**config.mk**
```make
export PLATFORM = sky130hd
export DESIGN_NAME = bmp24_frame_serializer_flat
export DESIGN_NICKNAME = d
export VERILOG_FILES = /design/src/bfs_pkg.sv /design/src/bfs_if.sv /design/src/bfs_front.sv /design/src/bfs_queue.sv /design/src/bfs_back.sv /design/src/bmp24_frame_serializer.sv /design/src/flat_wrapper.sv
export SDC_FILE = /design/constraint.sdc
export NUM_CORES = 1
export LEC_CHECK = 0
export BUFFER_PORTS_ARGS = -buffer_cell sky130_fd_sc_hd__clkbuf_2
export CORE_ASPECT_RATIO = 1.1
export CORE_MARGIN = 2
export CORE_UTILIZATION = 60
export DETAILED_ROUTE_END_ITERATION = 8
export GPL_TIMING_DRIVEN = 1
export PLACE_DENSITY_LB_ADDON = 0.2
export SYNTH_ARGS = -nofsm -noshare
export SYNTH_HDL_FRONTEND = slang
export SYNTH_SLANG_ARGS = --single-unit
```
**constraint.sdc**
```tcl
create_clock -name clock -period 10.3 [get_ports clock]
set_input_delay 0 -clock clock [delete_from_list [all_inputs] [get_ports clock]]
set_output_delay 0 -clock clock [all_outputs]
set_load 0.05 [all_outputs]
```
**src/bfs_pkg.sv**
```systemverilog
// shared constants, types and functions of the bmp24 frame serializer
package bfs_pkg;

   localparam int MAX_DIM     = 4096;
   localparam int DIM_W       = $clog2(MAX_DIM);
   localparam int CNT_W       = DIM_W + 1;
   localparam int CFG_W       = 13;
   localparam int CLAMP_W     = ((CFG_W > CNT_W) ? CFG_W : CNT_W) + 1;
   localparam int CHAN_W      = 16;
   localparam int BYTE_W      = 8;
   localparam int HDR_BYTES   = 54;
   localparam int IDX_W       = 6;
   localparam int QUEUE_DEPTH = 4;
   localparam int QPTR_W      = $clog2(QUEUE_DEPTH);
   localparam int QCNT_W      = QPTR_W + 1;
   localparam int PROD_W      = 2 * CNT_W + 3;
   localparam int SIZE_W      = (PROD_W > 32) ? PROD_W : 32;
   localparam int ADDR_W      = 3;
   localparam int DATA_W      = 32;

   localparam logic [15:0] BMP_MAGIC     = 16'h4D42;
   localparam logic [7:0]  BMP_OFFSET    = 8'd54;
   localparam logic [7:0]  BMP_INFO_SIZE = 8'd40;
   localparam logic [7:0]  BMP_PLANES    = 8'd1;
   localparam logic [7:0]  BMP_DEPTH     = 8'd24;

   localparam logic REG_WIDTH  = 1'b0;
   localparam logic REG_HEIGHT = 1'b1;

   // one pixel as classified by the front end
   typedef struct packed {
      logic              hdr;
      logic [1:0]        pad;
      logic              done;
      logic [BYTE_W-1:0] blue;
      logic [BYTE_W-1:0] green;
      logic [BYTE_W-1:0] red;
   } bfs_desc_type;

   function automatic logic [CNT_W-1:0] clamp_dim(input logic [CFG_W-1:0] v);
      logic [CNT_W-1:0] r;
      if (v == '0) begin
         r = CNT_W'(1);
      end else if (CLAMP_W'(v) > CLAMP_W'(MAX_DIM)) begin
         r = CNT_W'(MAX_DIM);
      end else begin
         r = CNT_W'(v);
      end
      return r;
   endfunction

   // q8.8 to byte: saturate above 1.0, else v*255 >> 8
   function automatic logic [BYTE_W-1:0] chan_byte(input logic [CHAN_W-1:0] v);
      logic [16:0]       prod;
      logic [BYTE_W-1:0] r;
      prod = {v[8:0], 8'b0} - 17'(v[8:0]);
      if (v > CHAN_W'(256)) begin
         r = 8'hFF;
      end else begin
         r = prod[15:8];
      end
      return r;
   endfunction

   function automatic logic [BYTE_W-1:0] hdr_byte(input logic [IDX_W-1:0] idx,
                                                  input logic [31:0] size,
                                                  input logic [31:0] w,
                                                  input logic [31:0] h);
      logic [BYTE_W-1:0] r;
      case (idx)
         6'd0:    r = BMP_MAGIC[7:0];
         6'd1:    r = BMP_MAGIC[15:8];
         6'd2:    r = size[7:0];
         6'd3:    r = size[15:8];
         6'd4:    r = size[23:16];
         6'd5:    r = size[31:24];
         6'd10:   r = BMP_OFFSET;
         6'd14:   r = BMP_INFO_SIZE;
         6'd18:   r = w[7:0];
         6'd19:   r = w[15:8];
         6'd20:   r = w[23:16];
         6'd21:   r = w[31:24];
         6'd22:   r = h[7:0];
         6'd23:   r = h[15:8];
         6'd24:   r = h[23:16];
         6'd25:   r = h[31:24];
         6'd26:   r = BMP_PLANES;
         6'd28:   r = BMP_DEPTH;
         default: r = '0;
      endcase
      return r;
   endfunction

endpackage

```
**src/bfs_if.sv**
```systemverilog
// pixel and byte stream channel interfaces
interface bfs_req_if;
   logic                       valid;
   logic                       ready;
   logic [bfs_pkg::CHAN_W-1:0] pixel_red;
   logic [bfs_pkg::CHAN_W-1:0] pixel_green;
   logic [bfs_pkg::CHAN_W-1:0] pixel_blue;

   modport source (output valid, output pixel_red, output pixel_green,
                   output pixel_blue, input ready);
   modport sink   (input valid, input pixel_red, input pixel_green,
                   input pixel_blue, output ready);
endinterface

interface bfs_rsp_if;
   logic                       valid;
   logic                       ready;
   logic [bfs_pkg::BYTE_W-1:0] out_byte;
   logic                       last_of_run;
   logic                       frame_done;

   modport source (output valid, output out_byte, output last_of_run,
                   output frame_done, input ready);
   modport sink   (input valid, input out_byte, input last_of_run,
                   input frame_done, output ready);
endinterface

```
**src/bfs_front.sv**
```systemverilog
// front end: takes pixels, converts channels, tracks column and row
module bfs_front (
   input  logic                      clock,
   input  logic                      reset,
   bfs_req_if.sink                   req_ch,
   input  logic [bfs_pkg::CNT_W-1:0] width_clamped,
   input  logic [bfs_pkg::CNT_W-1:0] height_clamped,
   input  logic                      queue_full,
   output logic                      push,
   output bfs_pkg::bfs_desc_type     push_desc
);

   logic [bfs_pkg::DIM_W-1:0] column_ff, column_in;
   logic [bfs_pkg::DIM_W-1:0] row_ff, row_in;
   logic [bfs_pkg::CNT_W-1:0] col_next;
   logic [bfs_pkg::CNT_W-1:0] row_next;
   logic                      row_end;
   logic                      frame_end;

   assign req_ch.ready = !queue_full;
   assign push         = req_ch.valid && !queue_full;

   always_comb begin
      col_next  = bfs_pkg::CNT_W'(column_ff) + bfs_pkg::CNT_W'(1);
      row_next  = bfs_pkg::CNT_W'(row_ff) + bfs_pkg::CNT_W'(1);
      row_end   = col_next >= width_clamped;
      frame_end = row_end && (row_next >= height_clamped);

      push_desc.hdr   = (column_ff == '0) && (row_ff == '0);
      push_desc.pad   = row_end ? width_clamped[1:0] : 2'd0;
      push_desc.done  = frame_end;
      push_desc.blue  = bfs_pkg::chan_byte(req_ch.pixel_blue);
      push_desc.green = bfs_pkg::chan_byte(req_ch.pixel_green);
      push_desc.red   = bfs_pkg::chan_byte(req_ch.pixel_red);

      column_in = column_ff;
      row_in    = row_ff;
      if (push) begin
         if (row_end) begin
            column_in = '0;
            row_in    = frame_end ? '0 : row_next[bfs_pkg::DIM_W-1:0];
         end else begin
            column_in = col_next[bfs_pkg::DIM_W-1:0];
         end
      end
   end

   always_ff @(posedge clock) begin
      if (reset) begin
         column_ff <= '0;
         row_ff    <= '0;
      end else begin
         column_ff <= column_in;
         row_ff    <= row_in;
      end
   end

endmodule

```
**src/bfs_queue.sv**
```systemverilog
// small descriptor queue between front and back
module bfs_queue (
   input  logic                  clock,
   input  logic                  reset,
   input  logic                  push,
   input  bfs_pkg::bfs_desc_type push_desc,
   input  logic                  pop,
   output logic                  full,
   output logic                  not_empty,
   output bfs_pkg::bfs_desc_type head
);

   bfs_pkg::bfs_desc_type      slot_ff [bfs_pkg::QUEUE_DEPTH];
   logic [bfs_pkg::QPTR_W-1:0] wr_ptr_ff, rd_ptr_ff;
   logic [bfs_pkg::QCNT_W-1:0] count_ff, count_in;

   assign full      = count_ff == bfs_pkg::QCNT_W'(bfs_pkg::QUEUE_DEPTH);
   assign not_empty = count_ff != '0;
   assign head      = slot_ff[rd_ptr_ff];

   always_comb begin
      count_in = count_ff;
      if (push && !pop) begin
         count_in = count_ff + bfs_pkg::QCNT_W'(1);
      end else if (pop && !push) begin
         count_in = count_ff - bfs_pkg::QCNT_W'(1);
      end
   end

   always_ff @(posedge clock) begin
      if (push) begin
         slot_ff[wr_ptr_ff] <= push_desc;
      end
   end

   always_ff @(posedge clock) begin
      if (reset) begin
         wr_ptr_ff <= '0;
         rd_ptr_ff <= '0;
         count_ff  <= '0;
      end else begin
         if (push) begin
            wr_ptr_ff <= wr_ptr_ff + bfs_pkg::QPTR_W'(1);
         end
         if (pop) begin
            rd_ptr_ff <= rd_ptr_ff + bfs_pkg::QPTR_W'(1);
         end
         count_ff <= count_in;
      end
   end

endmodule

```
**src/bfs_back.sv**
```systemverilog
// back end: walks header, pixel and padding bytes onto the output register
module bfs_back (
   input  logic                      clock,
   input  logic                      reset,
   input  logic [bfs_pkg::CNT_W-1:0] width_clamped,
   input  logic [bfs_pkg::CNT_W-1:0] height_clamped,
   input  logic                      head_valid,
   input  bfs_pkg::bfs_desc_type     head,
   output logic                      pop,
   bfs_rsp_if.source                 rsp_ch
);

   logic [bfs_pkg::IDX_W-1:0]  idx_ff, idx_in;
   logic                       started_ff, started_in;
   logic [31:0]                size_ff;
   logic [bfs_pkg::PROD_W-1:0] row_bytes;
   logic [bfs_pkg::SIZE_W-1:0] size_full;
   logic                       rsp_valid_ff, rsp_valid_in;
   logic [bfs_pkg::BYTE_W-1:0] byte_ff, byte_in;
   logic                       last_ff, last_in;
   logic                       done_ff, done_in;
   logic [bfs_pkg::IDX_W-1:0]  cur_idx;
   logic [bfs_pkg::IDX_W-1:0]  last_idx;
   logic                       adv;
   logic                       emit;
   logic                       at_last;

   // file size from the current geometry, registered
   always_comb begin
      row_bytes = (bfs_pkg::PROD_W'(width_clamped) * bfs_pkg::PROD_W'(3)
                   + bfs_pkg::PROD_W'(3)) & ~bfs_pkg::PROD_W'(3);
      size_full = bfs_pkg::SIZE_W'(height_clamped) * bfs_pkg::SIZE_W'(row_bytes)
                  + bfs_pkg::SIZE_W'(bfs_pkg::HDR_BYTES);
   end

   always_ff @(posedge clock) begin
      size_ff <= size_full[31:0];
   end

   always_comb begin
      adv      = !rsp_valid_ff || rsp_ch.ready;
      cur_idx  = started_ff ? idx_ff
               : (head.hdr ? '0 : bfs_pkg::IDX_W'(bfs_pkg::HDR_BYTES));
      last_idx = bfs_pkg::IDX_W'(bfs_pkg::HDR_BYTES + 2) + bfs_pkg::IDX_W'(head.pad);
      at_last  = cur_idx == last_idx;
      emit     = head_valid && adv;
      pop      = emit && at_last;

      if (cur_idx < bfs_pkg::IDX_W'(bfs_pkg::HDR_BYTES)) begin
         byte_in = bfs_pkg::hdr_byte(cur_idx, size_ff, 32'(width_clamped),
                                     32'(height_clamped));
      end else if (cur_idx == bfs_pkg::IDX_W'(bfs_pkg::HDR_BYTES)) begin
         byte_in = head.blue;
      end else if (cur_idx == bfs_pkg::IDX_W'(bfs_pkg::HDR_BYTES + 1)) begin
         byte_in = head.green;
      end else if (cur_idx == bfs_pkg::IDX_W'(bfs_pkg::HDR_BYTES + 2)) begin
         byte_in = head.red;
      end else begin
         byte_in = '0;
      end
      last_in = at_last;
      done_in = at_last && head.done;

      rsp_valid_in = adv ? emit : rsp_valid_ff;
      idx_in       = idx_ff;
      started_in   = started_ff;
      if (emit) begin
         if (at_last) begin
            started_in = 1'b0;
         end else begin
            started_in = 1'b1;
            idx_in     = cur_idx + bfs_pkg::IDX_W'(1);
         end
      end
   end

   always_ff @(posedge clock) begin
      if (reset) begin
         rsp_valid_ff <= 1'b0;
         started_ff   <= 1'b0;
         idx_ff       <= '0;
      end else begin
         rsp_valid_ff <= rsp_valid_in;
         started_ff   <= started_in;
         idx_ff       <= idx_in;
      end
   end

   always_ff @(posedge clock) begin
      if (emit) begin
         byte_ff <= byte_in;
         last_ff <= last_in;
         done_ff <= done_in;
      end
   end

   assign rsp_ch.valid       = rsp_valid_ff;
   assign rsp_ch.out_byte    = byte_ff;
   assign rsp_ch.last_of_run = last_ff;
   assign rsp_ch.frame_done  = done_ff;

   a_done_is_last: assert property (@(posedge clock) disable iff (reset)
      rsp_valid_ff && done_ff |-> last_ff)
      else $error("frame_done without last_of_run");

   a_started_has_head: assert property (@(posedge clock) disable iff (reset)
      started_ff |-> head_valid)
      else $error("byte walk running with empty queue");

   a_idx_in_run: assert property (@(posedge clock) disable iff (reset)
      started_ff |-> idx_ff <= last_idx)
      else $error("byte index beyond end of run");

endmodule

```
**src/bmp24_frame_serializer.sv**
```systemverilog
// top level of the bmp24 frame serializer: registers, front, queue and back
//
//  port group | direction | carries
//  req_ch     | in        | one pixel: pixel_red, pixel_green, pixel_blue (q8.8)
//  rsp_ch     | out       | one file byte: out_byte, last_of_run, frame_done
//  csr_*      | in/out    | apb register port: image_width, image_height
//
// one output byte per cycle while rsp_ch is ready; a pixel gives 3 bytes, plus 54 for a header
// and 0 to 3 for row padding, all through the single byte-wide output register
// pixels are accepted in back-to-back cycles until the 4-entry queue fills
// synchronous active-high reset: width 640, height 480, counters at frame start
// a stall on rsp_ch holds the output byte; the queue absorbs input meanwhile
module bmp24_frame_serializer (
   input  logic                       clock,
   input  logic                       reset,
   bfs_req_if.sink                    req_ch,
   bfs_rsp_if.source                  rsp_ch,
   input  logic                       csr_psel,
   input  logic                       csr_penable,
   input  logic                       csr_pwrite,
   input  logic [bfs_pkg::ADDR_W-1:0] csr_paddr,
   input  logic [bfs_pkg::DATA_W-1:0] csr_pwdata,
   output logic [bfs_pkg::DATA_W-1:0] csr_prdata,
   output logic                       csr_pready
);

   logic [bfs_pkg::CFG_W-1:0] width_ff;
   logic [bfs_pkg::CFG_W-1:0] height_ff;
   logic [bfs_pkg::CNT_W-1:0] width_clamped;
   logic [bfs_pkg::CNT_W-1:0] height_clamped;
   logic                      csr_write;
   logic                      push;
   logic                      pop;
   logic                      queue_full;
   logic                      head_valid;
   bfs_pkg::bfs_desc_type     push_desc;
   bfs_pkg::bfs_desc_type     head;

   // register port: word address selects the register
   assign csr_pready = 1'b1;
   assign csr_write  = csr_psel && csr_penable && csr_pwrite;

   always_ff @(posedge clock) begin
      if (reset) begin
         width_ff  <= bfs_pkg::CFG_W'(640);
         height_ff <= bfs_pkg::CFG_W'(480);
      end else if (csr_write) begin
         unique case (csr_paddr[2])
            bfs_pkg::REG_WIDTH:  width_ff  <= csr_pwdata[bfs_pkg::CFG_W-1:0];
            bfs_pkg::REG_HEIGHT: height_ff <= csr_pwdata[bfs_pkg::CFG_W-1:0];
            default:             width_ff  <= width_ff;
         endcase
      end
   end

   always_comb begin
      unique case (csr_paddr[2])
         bfs_pkg::REG_WIDTH:  csr_prdata = bfs_pkg::DATA_W'(width_ff);
         bfs_pkg::REG_HEIGHT: csr_prdata = bfs_pkg::DATA_W'(height_ff);
         default:             csr_prdata = '0;
      endcase
   end

   // zero is used as one, oversize as the maximum; header carries the clamped value
   assign width_clamped  = bfs_pkg::clamp_dim(width_ff);
   assign height_clamped = bfs_pkg::clamp_dim(height_ff);

   bfs_front u_front (
      .clock          (clock),
      .reset          (reset),
      .req_ch         (req_ch),
      .width_clamped  (width_clamped),
      .height_clamped (height_clamped),
      .queue_full     (queue_full),
      .push           (push),
      .push_desc      (push_desc)
   );

   bfs_queue u_queue (
      .clock     (clock),
      .reset     (reset),
      .push      (push),
      .push_desc (push_desc),
      .pop       (pop),
      .full      (queue_full),
      .not_empty (head_valid),
      .head      (head)
   );

   bfs_back u_back (
      .clock          (clock),
      .reset          (reset),
      .width_clamped  (width_clamped),
      .height_clamped (height_clamped),
      .head_valid     (head_valid),
      .head           (head),
      .pop            (pop),
      .rsp_ch         (rsp_ch)
   );

endmodule
```
**src/flat_wrapper.sv**
```systemverilog
// flat-port wrapper written by rule: the top's interface ports become plain ports
module bmp24_frame_serializer_flat 
  (clock, reset, csr_psel, csr_penable, csr_pwrite, csr_paddr, csr_pwdata, csr_prdata, csr_pready, req_ch_valid, req_ch_pixel_red, req_ch_pixel_green, req_ch_pixel_blue, req_ch_ready, rsp_ch_valid, rsp_ch_out_byte, rsp_ch_last_of_run, rsp_ch_frame_done, rsp_ch_ready);
  bfs_req_if req_ch_i ();
  bfs_rsp_if rsp_ch_i ();
  input  logic clock;
  input  logic reset;
  input  logic csr_psel;
  input  logic csr_penable;
  input  logic csr_pwrite;
  input  logic [bfs_pkg::ADDR_W-1:0] csr_paddr;
  input  logic [bfs_pkg::DATA_W-1:0] csr_pwdata;
  output logic [bfs_pkg::DATA_W-1:0] csr_prdata;
  output logic csr_pready;
  input wire logic [$bits(req_ch_i.valid)-1:0] req_ch_valid;
  input wire logic [$bits(req_ch_i.pixel_red)-1:0] req_ch_pixel_red;
  input wire logic [$bits(req_ch_i.pixel_green)-1:0] req_ch_pixel_green;
  input wire logic [$bits(req_ch_i.pixel_blue)-1:0] req_ch_pixel_blue;
  output wire logic [$bits(req_ch_i.ready)-1:0] req_ch_ready;
  output wire logic [$bits(rsp_ch_i.valid)-1:0] rsp_ch_valid;
  output wire logic [$bits(rsp_ch_i.out_byte)-1:0] rsp_ch_out_byte;
  output wire logic [$bits(rsp_ch_i.last_of_run)-1:0] rsp_ch_last_of_run;
  output wire logic [$bits(rsp_ch_i.frame_done)-1:0] rsp_ch_frame_done;
  input wire logic [$bits(rsp_ch_i.ready)-1:0] rsp_ch_ready;
  assign req_ch_i.valid = req_ch_valid;
  assign req_ch_i.pixel_red = req_ch_pixel_red;
  assign req_ch_i.pixel_green = req_ch_pixel_green;
  assign req_ch_i.pixel_blue = req_ch_pixel_blue;
  assign req_ch_ready = req_ch_i.ready;
  assign rsp_ch_valid = rsp_ch_i.valid;
  assign rsp_ch_out_byte = rsp_ch_i.out_byte;
  assign rsp_ch_last_of_run = rsp_ch_i.last_of_run;
  assign rsp_ch_frame_done = rsp_ch_i.frame_done;
  assign rsp_ch_i.ready = rsp_ch_ready;
  bmp24_frame_serializer u_core (.clock(clock), .reset(reset), .req_ch(req_ch_i), .rsp_ch(rsp_ch_i), .csr_psel(csr_psel), .csr_penable(csr_penable), .csr_pwrite(csr_pwrite), .csr_paddr(csr_paddr), .csr_pwdata(csr_pwdata), .csr_prdata(csr_prdata), .csr_pready(csr_pready));
endmodule
```
==> impl_metrics.yaml <==
outcome:
  outcome: "finished clean"
yosys:
  syn_avg_cell_area_um2: 9.450
  ys_seq_area_share_pct: 30.53
  synth_flop_cell: "edfxtp_1"
  ys_warn_count: 0
  synth_edf_count: 122
  async_flop_share_pct: 0
  ys_ff_latch: 217
  synthesis.area_um2: 18230
  synth_cell_types: 101
  synth_cells: 1929
global_route:
  grt_pass1_wl_mm: 75.95
  gr-total-overflow: 0
  met2_usage_pct: 52.13
  met3_usage_pct: 2.730
  grt_max_degree: 53
  antenna_found_initial: 0
  use_met1_pct: 38.66
  grt_pass1_vias: 14430
  grt-busiest-layer: "met2"
  grt_usage_pct: 30.21
clocking:
  clkTransAtPathRegs_ns: 0.07
  numCtsBuffers: 20
  clock_latency_ns: 0.51
  cts.sinks: 217
  cts_htree_levels: 1
  clock-root-buffer: "clkbuf_16"
  clockBufferDepth: 3
  cts_tree: "done"
power:
  sw_frac_of_total_pct: 41.42
  ir_drop_mv: 0.1523
  power_switching_w: 0.001357
  power_frac_seq_pct: 32.2
  p_leak_nw: 8.586
  power_w: 0.003276
  intPower_w: 0.001919
  power.share.clock_pct: 21.8
  power.density_nw_per_um2: 165.2
  combPwrFrac_pct: 46.0
finish:
  final_common_cell: "inv_1"
  final_cell_mix: "inv_1, nand2_1, nor2_1, ha_1, fa_1"
  area_growth_pct: 8.827
  final_cells: 2398
  nets: 2361
  num_antenna_cells: 0
  layout-drive-gt1-share_pct: 10.92
sta:
  timing.fmax_ghz: 0.1092
  finClkSkew_ns: 0.02616
  rsz0062_at_grt: "false"
  hold_viol: 0
  fin_setup_tns_ns: 0
  slew_violations: 0
  max_slew.worst_pin.slew_ns: 1.240
  period_share_pct: 88.87
  setup_viol: 0
  min_period_ns: 9.154
  max-slew-margin-rel_pct: 16.75
drt:
  final_antenna_net_count: 0
  viasPerCell: 6.090
  detail_route.first_pass.iterations: 6
  wl_per_cell_um: 20.09
  wl_mm: 48.18
  drtIter0Drc: 937
  drc: 0
  vias: 14600
die:
  initial_core_util_pct: 61.32
  die_h_um: 186.8
  io_pins: 135
  rows: 66
  core_um2: 29730
  dieArea_um2: 31790
  die_w_um: 170.2
setup_path:
  critical_path_class: "reg2reg"
  cp_slowest_cell: "xnor2_1"
  reg2reg_from: "u_core.width_ff[3]$_SDFFE_PP0P_"
  worst_ep_required_time_ns: 10.66
  r2r_cells: 31
  endpoint_kind: "flop"
  reg2reg_to: "u_core.u_back.size_ff[26]$_DFF_P_"
  startpoint_type: "flop"
  arrival_ns: 9.51
  cpMostUsedCell: "fa_1"
  rrSetupSlack_ns: 1.15
  slowest_delay_ns: 0.69
  worstPathMaxFanout: 8
placed_design:
  dp_hpwl_mm: 35.61
  port_buffers: 93
  dp.cells: 2324
  place_congestion: 0.8975
flow_run:
  drv_cap: 0
min_path:
  min_path_cells: 3
  worstHoldEndpoint: "u_core.u_queue.slot_ff[3][7]$_DFFE_PP_"
  min_from: "req_ch_pixel_red[8]"
  holdCritPathClass: "in2reg"
==> synthesized netlist by cell type (12+ instances only) <==
cell type	n	area share (%)
inv_1	220	4.5
nand2_1	198	4.1
nor2_1	168	3.5
ha_1	138	9.5
fa_1	123	14
edfxtp_1	122	20
dfxtp_1	95	10
a21oi_1	88	2.4
clkbuf_1	62	1.3
nand3_1	57	1.6
o21ai_0	56	1.5
xnor2_1	55	2.6
nor3_1	41	1.1
xor2_1	39	1.9
nor4_1	33	1.1
and3_1	30	1.0
mux4_2	28	3.5
o211ai_1	26	1.1
buf_4	20	0.82
nand2b_1	20	0.69
nor2b_1	20	0.69
o21a_1	17	0.70
a31oi_1	14	0.48
buf_2	14	0.38
a211oi_1	12	0.49
nand4_1	12	0.41
nor3b_1	12	0.49
==> repair_timing <==
| action | CTS | global route |
|---|---|---|
| gates resized for setup | 0 | 0 |
| hold endpoints to repair | 111 | 0 |
| setup buffers | 0 | 0 |
| hold buffers | 38 | 0 |
==> critical path, delay by kind of cell, from the launching register on <==
family | cells | cell delay (ns)
adders and majority gates | 7 | 3.44
and+or+nand+nor | 9 | 1.86
AOI/OAI and AO/OA | 8 | 1.65
xor gates and xnor gates | 3 | 1.22
DFF | 1 | 0.49
buffers and inverters | 4 | 0.36
==> metrics by stage <==
stage | util, % | hold slack, ns | setup slack, ns | area (µm²)
after global routing | 66.73 | 0.07519 | 0.6611 | 19840
after CTS | 66.73 | 0.002079 | 1.296 | 19840
after floorplan | - | 0.1240 | 2.359 | 18300
final | 66.73 | 0.02031 | 1.146 | 19840
after detailed placement | 63.38 | 0.2339 | 1.299 | 18840
after global placement | 63.38 | 0.2297 | 1.535 | 18840
==> metal layers <==
metal | share of wire, % | wire [µm] | vias up
met5 | 0 | 0 | -
met4 | 4.8 | 2326 | 0
met3 | 6.2 | 2983 | 116
met2 | 49 | 23800 | 600
met1 | 40 | 19070 | 7062
li1 | - | - | 6826
==> cell families after synthesis <==
group	Yosys count	synth area share [%]
multiplexers	46	4.571
adder cells (fa/ha/maj)	262	23.04
buffers and inverters	328	7.385
flip-flops	217	30.53
AND/OR/NAND/NOR	654	17.69
XOR/XNOR	96	4.695
AO/OA/AOI/OAI	324	12.05
other	2	0.04120
==> layout make-up <==
type                            instances  area, µm²
Clock buffer                           30      549.3
Clock inverter                          6      67.56
Fill cell                            2379       9891
Inverter                              223      837.1
Multi-Input combinational cell       1402      11390
Sequential cell                       217       5568
Tap cell                              374      467.9
Timing Repair Buffer                  146      958.4
==> flip-flops by register name (all words and copies together), names as in the netlist, 2 cells and up, named ones only <==
register / count
u_core.u_back.rsp_ch.out_byte: 8
u_core.u_front.column_ff: 12
u_core.u_back.idx_ff: 6
u_core.u_queue.wr_ptr_ff: 2
u_core.u_queue.slot_ff: 112
u_core.u_front.row_ff: 12
u_core.u_queue.count_ff: 3
u_core.width_ff: 13
u_core.u_back.size_ff: 28
u_core.height_ff: 13
u_core.u_queue.rd_ptr_ff: 2
==> power by group through the flow <==
stage / Sequential, W / Combinational (W) / Clock, W
after floorplan: 0.00111 / 0.00106 / 0
after global placement: 0.00107 / 0.00145 / 0
after detailed placement: 0.00107 / 0.00147 / 0
after CTS: 0.00105 / 0.00150 / 0.000722
after global routing: 0.00106 / 0.00166 / 0.000755
final: 0.00105 / 0.00151 / 0.000714
==> how the worst max path moves through the flow <==
stage | endpoint | from | slack [ns]
global placement | u_core.u_back.size_ff[28]$_DFF_P_ | u_core.width_ff[3]$_SDFFE_PP0P_ | 1.53
global route | u_core.u_back.size_ff[29]$_DFF_P_ | u_core.width_ff[12]$_SDFFE_PP0P_ | 0.66
finish | u_core.u_back.size_ff[26]$_DFF_P_ | u_core.width_ff[3]$_SDFFE_PP0P_ | 1.15
CTS | u_core.u_back.size_ff[26]$_DFF_P_ | u_core.width_ff[3]$_SDFFE_PP0P_ | 1.30
floorplan | u_core.u_back.size_ff[26]$_DFF_P_ | u_core.width_ff[12]$_SDFFE_PP0P_ | 2.36
detailed placement | u_core.u_back.size_ff[26]$_DFF_P_ | u_core.width_ff[3]$_SDFFE_PP0P_ | 1.30
(Power assumes the default switching activity.)
